==> config.mk <==
export PLATFORM = sky130hd
export DESIGN_NAME = qau_fifo
export DESIGN_NICKNAME = d
export VERILOG_FILES = /design/src/hw/rtl/qau_fifo.sv
export SDC_FILE = /design/constraint.sdc
export NUM_CORES = 1
export LEC_CHECK = 0
export ABC_AREA = 1
export BUFFER_PORTS_ARGS = -buffer_cell sky130_fd_sc_hd__buf_4
export CELL_PAD_IN_SITES_DETAIL_PLACEMENT = 1
export CELL_PAD_IN_SITES_GLOBAL_PLACEMENT = 2
export CORE_ASPECT_RATIO = 1.4
export CORE_MARGIN = 2
export CORE_UTILIZATION = 33
export CTS_BUF_LIST = sky130_fd_sc_hd__clkbuf_4
export DETAILED_ROUTE_END_ITERATION = 8
export PLACE_DENSITY = 0.88
export SYNTH_ARGS = -nofsm -noshare
export SYNTH_HDL_FRONTEND = slang
export SYNTH_SLANG_ARGS = --single-unit
export TNS_END_PERCENT = 30
==> constraint.sdc <==
create_clock -name clk_i -period 1.9 [get_ports clk_i]
set_input_delay 0.38 -clock clk_i [delete_from_list [all_inputs] [get_ports clk_i]]
set_output_delay 0.38 -clock clk_i [all_outputs]
set_load 0.1 [all_outputs]
==> src/hw/rtl/qau_fifo.sv <==
// qau_fifo: short queue between the front and the back
// no dependencies
`default_nettype none

module qau_fifo #(
  parameter int WIDTH = 8,
  parameter int DEPTH = 2
) (
  input  wire logic             clk_i,
  input  wire logic             rst_ni,
  input  wire logic             valid_i,
  output logic                  ready_o,
  input  wire logic [WIDTH-1:0] data_i,
  output logic                  valid_o,
  input  wire logic             ready_i,
  output logic [WIDTH-1:0]      data_o
);

  localparam int PW = (DEPTH > 1) ? $clog2(DEPTH) : 1;
  localparam int CW = $clog2(DEPTH + 1);

  logic [WIDTH-1:0] mem_q [DEPTH];
  logic [PW-1:0]    wr_q, rd_q;
  logic [CW-1:0]    cnt_q;
  logic             push, pop;

  assign ready_o = (cnt_q != CW'(DEPTH));
  assign valid_o = (cnt_q != '0);
  assign push    = valid_i && ready_o;
  assign pop     = valid_o && ready_i;
  assign data_o  = mem_q[rd_q];

  always_ff @(posedge clk_i or negedge rst_ni) begin
    if (!rst_ni) begin
      wr_q  <= '0;
      rd_q  <= '0;
      cnt_q <= '0;
    end else begin
      if (push) begin
        wr_q <= (wr_q == PW'(DEPTH - 1)) ? '0 : wr_q + 1'b1;
      end
      if (pop) begin
        rd_q <= (rd_q == PW'(DEPTH - 1)) ? '0 : rd_q + 1'b1;
      end
      cnt_q <= cnt_q + CW'(push) - CW'(pop);
    end
  end

  always_ff @(posedge clk_i) begin
    if (push) begin
      mem_q[wr_q] <= data_i;
    end
  end

endmodule

`default_nettype wire

-- Word level (Yosys, flattened, before mapping)
Memory sizes are Yosys's and may differ from the RTL's.
Cells that the tools add are included.
- register bits: 4
- memory bits (writable): 16
- bits of input ports: 12
- word-level logic and storage cells: 16
- memories: 1
- memories (memory ; words ; bits a word ; read ports ; clocked after memory_dff ; wr ports ; line ; source):
    mem_q ; 2 ; 8 ; 1 ; 0 ; 1 ; 22 ; logic [WIDTH-1:0] mem_q [DEPTH];
- add/sub/neg operators: 4
- equality and inequality tests: 1
- multiplexer cells: 4
- reductions and logical operators: 3
- operators by type and width (cell ; count):
    two-way mux 1 bit ; 4
    adder 1 bit (second input constant) ; 2
    adder 2 x 1 -> 2 bit ; 1
    logical AND 1 bit ; 2
    inequality test 2 bit (second input constant) ; 1
    nonzero test 2 bit ; 1
    subtractor 2 x 1 -> 2 bit ; 1

-- Depth between registers and ports, before layout
Gate-level depths: netlist of the first run.
- word-level depth: 4
- gate-level depth with buffers: 12

-- Worst setup path after synthesis of the first run
OpenSTA, ideal clock, no wires.
- kind: register -> register
- from: register cnt_q[1]
- to: memory mem_q[0][0], enable pin
- library setup time: 0.370 ns
- data arrival time: 1.355 ns
- required time: 1.530 ns
- setup slack: 0.174 ns
- cell stages (with the launch flop): 4
- buffers on the path: 0
- period minus slack after synthesis: 1.726 ns
- cell sequence: dfrtp_1 -> nand2_2 -> nand2_4 -> nor2_1
- word-level cells in the longest chain between the ends: 4
- RTL lines (element ; line ; source):
    start: declaration ; 24 ; logic [CW-1:0] cnt_q;
    start signal: assignment ; 45 ; cnt_q <= cnt_q + CW'(push) - CW'(pop);
    inequality test 2 bit ; 27 ; assign ready_o = (cnt_q != CW'(DEPTH));
    net ready_o ; 12 ; output logic ready_o,
    logical AND 1 bit ; 29 ; assign push = valid_i && ready_o;
    two-way mux 1 bit ; 50 ; if (push) begin
    two-way mux 1 bit (not written as such) ; 51 ; mem_q[wr_q] <= data_i;
    end: declaration ; 22 ;
The timed path passes the listed nets, and every way through them passes these cells.

-- Worst setup path after layout of the first run
- from: register rd_q
- to: output port data_o[5]
- word-level cells in the longest chain between the ends: 1
- RTL lines (element ; line ; source):
    start: declaration ; 23 ; logic [PW-1:0] wr_q, rd_q;
    start signal: assignment ; 43 ; rd_q <= (rd_q == PW'(DEPTH - 1)) ? '0 : rd_q + 1'b1;
    memory read (2 x 8 bit) ; n/a ;
    end: declaration ; 16 ; output logic [WIDTH-1:0] data_o
Every way passes these cells.

==> PnR_summary.wiki, run 1 <==
{| class="wikitable"
! Metric !! Value
|-
| Clock latency on the worst-skew pair || 0.29 ns
|-
| WL/cell || 11.9 µm
|-
| Number of top-level pins || 22
|-
| Final total negative setup slack || 0 ns
|-
| Hold Startpoint || data_i[0]
|-
| Share of synthesized area occupied by flip-flops and latches || 70.6%
|-
| Share of the cycle needed by the critical path after routing || 91.0%
|-
| Initial standard-cell utilization of the core || 34.4%
|-
| Overall routed net length || 1580 µm
|-
| Antenna Diode Count || 0
|-
| Synth Flop Type || sky130_fd_sc_hd__edfxtp_1
|-
| Result of the run || complete, no violations
|-
| Post-route non-filler standard cell count || 133
|-
| Drt drc || 0
|-
| Initial drt markers || 3
|-
| Height of the die || 63.1 µm
|-
| CTS tree || built
|-
| DRT Pass-1 Iters || 2
|-
| Number of instances in the placed design || 128
|-
| Cell types with the largest area share after synthesis || sky130_fd_sc_hd__edfxtp_1 (58%), sky130_fd_sc_hd__nand2_1 (13%), sky130_fd_sc_hd__dfrtp_1 (12%), sky130_fd_sc_hd__inv_1 (2.7%), sky130_fd_sc_hd__nand2_2 (2.3%)
|-
| Count of nets after finishing || 113
|-
| Maximum number of buffers from clock root to sink || 2
|-
| Cell family with the largest share of critical-path delay || flip-flops
|-
| Buffers plus inverters on the worst setup path || 2
|-
| Layout cells sized above 1 || 35.4%
|-
| Total half-perimeter wirelength after legalization and detailed placement || 1250 µm
|-
| Number of enable-type register cells in the synthesized netlist || 16
|-
| Die Wd || 46.2 µm
|-
| Worst slew slack as a fraction of its limit || 68.6%
|-
| Top cells by instance count after synthesis || sky130_fd_sc_hd__nand2_1 (29), sky130_fd_sc_hd__edfxtp_1 (16), sky130_fd_sc_hd__inv_1 (6)
|-
| Number of global-route vias before repair || 569
|-
| Placeable core region || 0.00239 mm²
|-
| Number of clock buffers inserted by TritonCTS || 3
|-
| Via density || 4.30
|-
| Number of hold violations in the final report || 0
|-
| Global Route Usage Sum || 12.9%
|-
| Data arrival time at the worst-slack endpoint || 1.35 ns
|-
| Syn. warnings || 0
|-
| Synthesized area || 822 µm²
|-
| Std cell rows || 21
|-
| Max Cap Violations || 0
|-
| Number of setup violations in the final report || 0
|-
| Post-detailed-route count of antenna-violating nets || 0
|-
| H-tree levels || 1
|-
| Via count || 572
|-
| Delay contributed by the slowest stage of the critical path || 0.50 ns
|-
| Distinct cell type count after synthesis || 15
|-
| Total nets after synthesis || 86
|-
| Synthesis-to-layout area growth || 33.5%
|-
| Worst path required time || 1.52 ns
|-
| Global-route wire length before repair || 2680 µm
|-
| Clock transition time at the flip-flop clock pins of the worst setup and hold paths || 0.11 ns
|-
| Total congestion overflow after global routing || 0
|-
| Synth top area share || 58.4%
|-
| Post-synthesis cell type with the largest combined area || sky130_fd_sc_hd__edfxtp_1
|-
| Die Area || 0.00291 mm²
|-
| Sort of element at the start of the critical path || flop
|-
| Average instance area after synthesis || 11.3 µm²
|-
| Critical Path Slowest Stage Cell || sky130_fd_sc_hd__dfrtp_1
|-
| Fin Hold WS || 0.265 ns
|-
| Most frequent cell after synthesis || sky130_fd_sc_hd__nand2_1
|-
| Cell-by-cell trace of the critical path || inv_4 -> nand2_1 -> nand2_1 -> buf_4
|-
| Num Clock Sinks || 20
|-
| Most repeated library cell on the critical path || sky130_fd_sc_hd__nand2_1
|-
| Crit path time final || 1.73 ns
|-
| Maximum clock rate || 578 MHz
|-
| Crit path launch || rd_q
|-
| Setup repair after global routing missed its margin || no
|-
| Critical-path maximum fanout || 9
|-
| # port buffers || 21
|-
| Number of antenna violations at the first check in global routing || 0
|-
| Critical path start-end classification || reg2out
|-
| Slew of the pin with the lowest slew margin || 0.470 ns
|-
| Reg-to-reg critical path startpoint || cnt_q[0]
|-
| Synthesized netlist cell count || 73
|-
| Post-Layout Inst Area || 0.00110 mm²
|-
| Clock skew after layout || 0.000674 ns
|-
| Register bit total from synthesis || 20
|-
| Cell at the root of the clock tree || sky130_fd_sc_hd__clkbuf_4
|-
| Count of pins over their slew limit || 0
|-
| Share of synthesized flip-flops with an asynchronous set or reset || 20.0%
|-
| Crit path capture type || output pin
|-
| Post-place instance area || 0.00102 mm²
|-
| Pin count of the biggest net entering global routing || 13
|-
| Worst hold-check path type || in2reg
|-
| Routability Congestion || 0.690
|}
[final cells by class]
| cell class | instances | area [µm²] |
|---|---|---|
| sequential | 20 | 581 |
| clock buffer | 3 | 22.5 |
| inverter | 8 | 32.5 |
| multi-input combinational | 44 | 206 |
| timing repair buffer | 23 | 183 |
| fill | 268 | 1290 |
| tap | 34 | 42.5 |
| clock inverter | 1 | 30.0 |
[layout by cell type, fill, tap and decap left out]
cell	instances
sky130_fd_sc_hd__a21oi_1	1
sky130_fd_sc_hd__buf_4	20
sky130_fd_sc_hd__buf_6	2
sky130_fd_sc_hd__bufinv_16	1
sky130_fd_sc_hd__clkbuf_4	3
sky130_fd_sc_hd__dfrtp_1	4
sky130_fd_sc_hd__dlygate4sd3_1	1
sky130_fd_sc_hd__edfxtp_1	16
sky130_fd_sc_hd__ha_1	1
sky130_fd_sc_hd__inv_1	6
sky130_fd_sc_hd__inv_2	1
sky130_fd_sc_hd__inv_4	1
sky130_fd_sc_hd__nand2_1	29
sky130_fd_sc_hd__nand2_2	3
sky130_fd_sc_hd__nand2_4	1
sky130_fd_sc_hd__nand3_1	2
sky130_fd_sc_hd__nor2_1	2
sky130_fd_sc_hd__nor2_2	3
sky130_fd_sc_hd__o21ai_1	1
sky130_fd_sc_hd__xor2_1	1
[final timing paths]
check                           slack (ns)          end  cells past startpoint
worst max-delay path                  0.17    data_o[5]                      4
worst min-delay path                  0.26  mem_q[0][0]                      1
worst max register to register        0.44     cnt_q[1]                      9
worst min register to register        0.53         wr_q                      2
max in group asynchronous             1.39         wr_q                      2
min in group asynchronous             0.41     cnt_q[1]                      2
[flip-flops by register name, indices dropped and copies added, names as in the netlist]
register / flops
rd_q: 1
wr_q: 1
mem_q: 16
cnt_q: 2
[cells by family after synthesis]
logic type	Yosys count	share of synthesized area [%]
DFF	20	70.6
buffers and inverters	9	4.26
xor gates and xnor gates	1	1.07
adders and majority gates	1	1.52
AOI/OAI and AO/OA	2	1.22
and+or+nand+nor	40	21.3
[timing repair]
action,4_1_cts,5_1_grt
buffers inserted,0,0
hold buffers,1,0
resized for setup,0,3
hold endpoints to repair,4,0
endpoints found under the setup margin,0,2
[per-stage QoR]
step | worst slack, ns | utilization, %
after detailed placement | 0.404 | 42.9
after floorplan | 0.174 | -
final | 0.171 | 45.9
after global routing | 0.0384 | 45.9
after global placement | 0.471 | 42.9
after CTS | 0.0612 | 45.5
[layer usage]
| metal | vias to the layer above | track usage, % | part of all wire [%] | wire (µm) |
|---|---|---|---|---|
| met5 | - | 0 | 0 | 0 |
| met4 | 0 | 7.50 | 1.3 | 21 |
| met3 | 2 | 1.72 | 4.5 | 71 |
| met2 | 14 | 19.6 | 51 | 802 |
| met1 | 269 | 16.9 | 43 | 683 |
| li1 | 287 | - | - | - |
Power of run 1 is not shown: default switching activity piles up to over one toggle a cycle in this logic, so the estimate is an artifact.
==> run 2: changes to the inputs <==
Settings changed: GPL_TIMING_DRIVEN set to 0.
==> run 2 against run 1 <==
Net effect:
- wire length decreased by 1.4%
- final cell count unchanged
- die area unchanged
- worst setup slack got worse by 0.093 ns
- non-clock buffer count unchanged
- maximum frequency decreased by 5.1%
- critical path type unchanged
- largest cell class unchanged
==> PnR_summary.wiki, run 2 (synthesis gave the netlist of run 1 again) <==
{| class="wikitable"
! Metric !! Value
|-
| Final total negative setup slack || 0 ns
|-
| Global-route wire length before repair || 2620 µm
|-
| Result of the run || complete, no violations
|-
| Most flops, register || mem_q
|-
| Final setup slack of the worst path || 0.0784 ns
|-
| Worst setup slack before clock tree synthesis || 0.289 ns
|-
| Height of the die || 63.1 µm
|-
| H-tree levels || 1
|-
| Number of top-level pins || 22
|-
| GR Util met2 || 22.0%
|-
| Leading cell type in the layout, fill and taps excluded || sky130_fd_sc_hd__nand2_1
|-
| Largest registers in the final layout || mem_q x16, cnt_q x2
|-
| Flip-flop count of the largest register, all copies and words added || 16
|-
| Worst path required time || 1.52 ns
|-
| Final-layout fill cell count || 278
|-
| Clock skew after layout || 0.00648 ns
|-
| Max Cap Violations || 0
|-
| Worst slew slack as a fraction of its limit || 51.6%
|-
| Die Wd || 46.2 µm
|-
| Clock latency on the worst-skew pair || 0.31 ns
|-
| Number of hold violations in the final report || 0
|-
| Worst hold-check path type || in2reg
|-
| Synthesis-to-layout area growth || 31.0%
|-
| # port buffers || 21
|-
| Total half-perimeter wirelength after legalization and detailed placement || 1180 µm
|-
| Cell at the root of the clock tree || sky130_fd_sc_hd__clkbuf_4
|-
| Drt drc || 0
|-
| Setup repair after global routing missed its margin || no
|-
| Via count || 581
|-
| Global Route Usage Sum || 12.3%
|-
| Crit path capture type || output pin
|-
| Crit path time final || 1.82 ns
|-
| Via density || 4.37
|-
| Number of antenna violations at the first check in global routing || 0
|-
| Placeable core region || 0.00239 mm²
|-
| Number of clock buffers inserted by TritonCTS || 3
|-
| Antenna Diode Count || 0
|-
| Setup fix buffers added after clock tree synthesis || 0
|-
| Total congestion overflow after global routing || 0
|-
| Slew of the pin with the lowest slew margin || 0.723 ns
|-
| Initial drt markers || 23
|-
| Routability Congestion || 0.670
|-
| Initial standard-cell utilization of the core || 34.4%
|-
| WL/cell || 11.7 µm
|-
| Die Area || 0.00291 mm²
|-
| Number of setup violations in the final report || 0
|-
| Met1 routing resource usage after global routing || 13.5%
|-
| Count of nets after finishing || 113
|-
| CTS tree || built
|-
| Count of pins over their slew limit || 0
|-
| Maximum number of buffers from clock root to sink || 2
|-
| GRT Max-Usage Layer || met2
|-
| Critical path start-end classification || reg2out
|-
| Layout cells sized above 1 || 34.3%
|-
| Sort of element at the start of the critical path || flop
|-
| Num Clock Sinks || 20
|-
| Overall routed net length || 1560 µm
|-
| Clock transition time at the flip-flop clock pins of the worst setup and hold paths || 0.11 ns
|-
| Pin count of the biggest net entering global routing || 12
|-
| Data arrival time at the worst-slack endpoint || 1.44 ns
|-
| Number of global-route vias before repair || 623
|-
| Most frequent cells in the layout || sky130_fd_sc_hd__nand2_1 (29), sky130_fd_sc_hd__buf_4 (16), sky130_fd_sc_hd__edfxtp_1 (16), sky130_fd_sc_hd__inv_1 (6), sky130_fd_sc_hd__buf_6 (5)
|-
| Share of the cycle needed by the critical path after routing || 95.9%
|-
| Std cell rows || 21
|-
| GRT met3 Usage || 2.58%
|-
| Post-detailed-route count of antenna-violating nets || 0
|-
| DRT Pass-1 Iters || 4
|-
| Critical-path maximum fanout || 9
|-
| Maximum clock rate || 549 MHz
|}
[run 2: cell types whose count changed in the layout (fill, tap and decap cells not counted)]
cell                        before  now
sky130_fd_sc_hd__clkinv_1        0    1
sky130_fd_sc_hd__bufinv_16       1    0
sky130_fd_sc_hd__buf_6           2    5
sky130_fd_sc_hd__buf_2           0    1
sky130_fd_sc_hd__inv_4           1    0
sky130_fd_sc_hd__inv_2           1    2
sky130_fd_sc_hd__buf_4          20   16
[run 2: routing by layer]
layer / vias to the layer above / part of all wire, %
li1: 287 / -
met1: 272 / 39
met2: 17 / 55
met3: 5 / 4.6
met4: 0 / 1.5
met5: - / 0
[run 2: worst paths after layout]
| check | from | to | slack, ns | cells after the start |
|---|---|---|---|---|
| setup / recovery | rd_q | data_o[2] | 0.08 | 5 |
| hold / removal | data_i[1] | mem_q[1][1] | 0.25 | 1 |
| setup reg to reg | cnt_q[1] | mem_q[0][6] | 0.31 | 3 |
| hold reg to reg | wr_q | wr_q | 0.55 | 2 |
| max in group asynchronous | rst_ni | wr_q | 1.41 | 2 |
| min in group asynchronous | rst_ni | cnt_q[0] | 0.38 | 2 |
[run 2: layout make-up]
type	instances	area [µm²]	share of cell area, %
Clock inverter	1	3.75	0.348
Multi-Input combinational cell	44	206	19.2
Inverter	8	30.0	2.79
Sequential cell	20	581	53.9
Buffer	1	5.00	0.465
Timing Repair Buffer	22	186	17.3
Tap cell	34	42.5	3.95
Clock buffer	3	22.5	2.09
[run 2: worst max-delay path, stage by stage, from the launching register on]
cell and delay (ns):
sky130_fd_sc_hd__dfrtp_1 0.37, sky130_fd_sc_hd__buf_2 0.18, sky130_fd_sc_hd__inv_2 0.17, sky130_fd_sc_hd__nand2_1 0.08
sky130_fd_sc_hd__nand2_1 0.06, sky130_fd_sc_hd__buf_4 0.28
[run 2: per-stage QoR]
| stage | area, µm² | instances | utilization [%] | hold slack, ns |
|---|---|---|---|---|
| after floorplan | 822 | 73 | - | 0.0844 |
| after global placement | 1020 | 128 | 42.8 | 0.182 |
| after detailed placement | 1020 | 128 | 42.8 | 0.183 |
| after CTS | 1060 | 133 | 44.3 | 0.257 |
| after global routing | 1080 | 133 | 45.1 | 0.234 |
| final | 1080 | 133 | 45.1 | 0.250 |
[run 2: repair_timing]
action / CTS / global route
gates resized for setup: 0 / 5
setup endpoints to repair: 0 / 5
hold buffers: 1 / 0
endpoints found under the hold margin: 4 / 0
Power of run 2 is left out for the same reason.
==> run 3: changes to the inputs <==
Settings changed: CAP_MARGIN set to 20.
Clock period 1.9 ns to 1.97 ns, I/O delays scaled along.
==> run 3 against run 2 <==
Net effect:
- count of clock-buffer cells in the layout unchanged
- sequential share of layout area increased by 0.96 points
- register-to-register slack improved by 0.07 ns
- global-route usage unchanged
- final area decreased by 1.7%
- worst setup slack improved by 0.037 ns
- hold slack improved by 0.014 ns
- core utilization decreased by 0.78 points
- clock skew about the same
- flip-flop and latch count unchanged
- via count unchanged
- die area unchanged
- critical path type unchanged
==> PnR_summary.wiki, run 3 (synthesis gave the netlist of run 1 again) <==
{| class="wikitable"
! Metric !! Value
|-
| Result of the run || complete, no violations
|-
| Number of hold violations in the final report || 0
|-
| Clock skew after layout || 0.00648 ns
|-
| Setup repair after global routing missed its margin || no
|-
| Critical path start-end classification || reg2out
|-
| Height of the die || 63.1 µm
|-
| Setup fix buffers added after clock tree synthesis || 0
|-
| Post-route non-filler standard cell count || 133
|-
| Global-route wire length before repair || 2620 µm
|-
| # port buffers || 21
|-
| Critical-path maximum fanout || 9
|-
| Count of nets after finishing || 113
|-
| Routability Congestion || 0.670
|-
| Placeable core region || 0.00239 mm²
|-
| Crit path time final || 1.85 ns
|-
| Leading cell type in the layout, fill and taps excluded || sky130_fd_sc_hd__nand2_1
|-
| Crit path launch || rd_q
|-
| Max Cap Violations || 0
|-
| Cell at the root of the clock tree || sky130_fd_sc_hd__clkbuf_4
|-
| Via density || 4.37
|-
| Antenna Diode Count || 0
|-
| Initial standard-cell utilization of the core || 34.4%
|-
| Crit path capture type || output pin
|-
| Total half-perimeter wirelength after legalization and detailed placement || 1180 µm
|-
| Overall routed net length || 1550 µm
|-
| Clock latency on the worst-skew pair || 0.31 ns
|-
| Post-route core utilization || 44.3%
|-
| Count of pins over their slew limit || 0
|-
| Post-cts sizing count || 0
|-
| Reg-to-reg critical path startpoint || cnt_q[1]
|-
| Global Route Usage Sum || 12.3%
|-
| Final-layout fill cell count || 279
|-
| Worst hold-check path type || in2reg
|-
| Post-detailed-route count of antenna-violating nets || 0
|-
| Flip-flop and latch area || 581 µm²
|-
| Share of the cycle needed by the critical path after routing || 94.1%
|-
| Die Wd || 46.2 µm
|-
| Synthesis-to-layout area growth || 28.8%
|-
| Most flops, register || mem_q
|-
| Destination of the worst register-to-register timing path || mem_q[0][6]
|-
| Worst setup slack before clock tree synthesis || 0.359 ns
|-
| Final total negative setup slack || 0 ns
|-
| Minimum setup slack among reg-to-reg paths || 0.38 ns
|-
| Via count || 581
|-
| Cell depth of the worst hold path || 1
|-
| Hold Startpoint || data_i[1]
|-
| H-tree levels || 1
|-
| Worst path required time || 1.58 ns
|-
| Clock transition time at the flip-flop clock pins of the worst setup and hold paths || 0.11 ns
|-
| Total congestion overflow after global routing || 0
|-
| Flip-flop count of the largest register, all copies and words added || 16
|-
| DRT Pass-1 Iters || 4
|-
| Area of combinational cells with multiple inputs || 206 µm²
|-
| Register-to-Register Path Depth || 3
|-
| Number of global-route vias before repair || 623
|-
| Maximum number of buffers from clock root to sink || 2
|-
| Hold EP || mem_q[1][1]
|-
| Std cell rows || 21
|-
| Final setup slack of the worst path || 0.115 ns
|-
| Number of antenna violations at the first check in global routing || 0
|-
| WL/cell || 11.6 µm
|-
| Slew of the pin with the lowest slew margin || 0.723 ns
|-
| CTS tree || built
|-
| Pin count of the biggest net entering global routing || 12
|-
| Maximum clock rate || 539 MHz
|-
| Drt drc || 0
|-
| Die Area || 0.00291 mm²
|-
| Number of clock buffers inserted by TritonCTS || 3
|-
| Sort of element at the start of the critical path || flop
|-
| Number of top-level pins || 22
|-
| Number of instances in the placed design || 128
|-
| Largest registers in the final layout || mem_q x16, cnt_q x2
|-
| Layout cells sized above 1 || 34.3%
|-
| Number of setup violations in the final report || 0
|-
| Most frequent cells in the layout || sky130_fd_sc_hd__nand2_1 (29), sky130_fd_sc_hd__buf_4 (21), sky130_fd_sc_hd__edfxtp_1 (16), sky130_fd_sc_hd__inv_1 (6), sky130_fd_sc_hd__dfrtp_1 (4)
|-
| Data arrival time at the worst-slack endpoint || 1.46 ns
|-
| Num Clock Sinks || 20
|-
| Number of buffers inserted by hold repair at cts || 1
|-
| Worst slew slack as a fraction of its limit || 51.6%
|-
| Initial drt markers || 23
|}
## run 3: cell type report
class / instances / share of cell area [%]
Sequential cell: 20 / 54.8
Multi-Input combinational cell: 44 / 19.5
Timing Repair Buffer: 22 / 15.8
Clock inverter: 1 / 0.355
Inverter: 8 / 2.84
Tap cell: 34 / 4.02
Buffer: 1 / 0.473
Clock buffer: 3 / 2.13
## run 3: how the worst max path moves through the flow
stage                        to  slack (ns)  cells after the start
finish                data_o[5]        0.12                      5
global route          data_o[5]        0.02                      5
CTS                   data_o[5]        0.10                      5
detailed placement  mem_q[0][0]        0.36                      3
global placement    mem_q[0][1]        0.42                      3
floorplan           mem_q[0][0]        0.24                      3
## run 3: per-layer routing
layer	vias up	global-route usage (%)	share of wire, %
li1	287	-	-
met4	0	4.29	1.5
met5	-	0	0
met3	5	2.58	4.8
met1	272	13.5	39
met2	17	22.0	55
## run 3: metrics by stage
step	instance area, µm²	hold WS (ns)
after floorplan	822	0.0984
after global placement	1020	0.196
after detailed placement	1020	0.197
after CTS	1060	0.271
after global routing	1060	0.248
final	1060	0.264
## run 3: critical path, cell delays in order, from the launching register on
cell and delay [ns]:
sky130_fd_sc_hd__dfrtp_1 0.37, sky130_fd_sc_hd__buf_2 0.18, sky130_fd_sc_hd__inv_2 0.17, sky130_fd_sc_hd__nand2_1 0.09
sky130_fd_sc_hd__nand2_1 0.06, sky130_fd_sc_hd__buf_4 0.28
Power of run 3 is left out for the same reason.
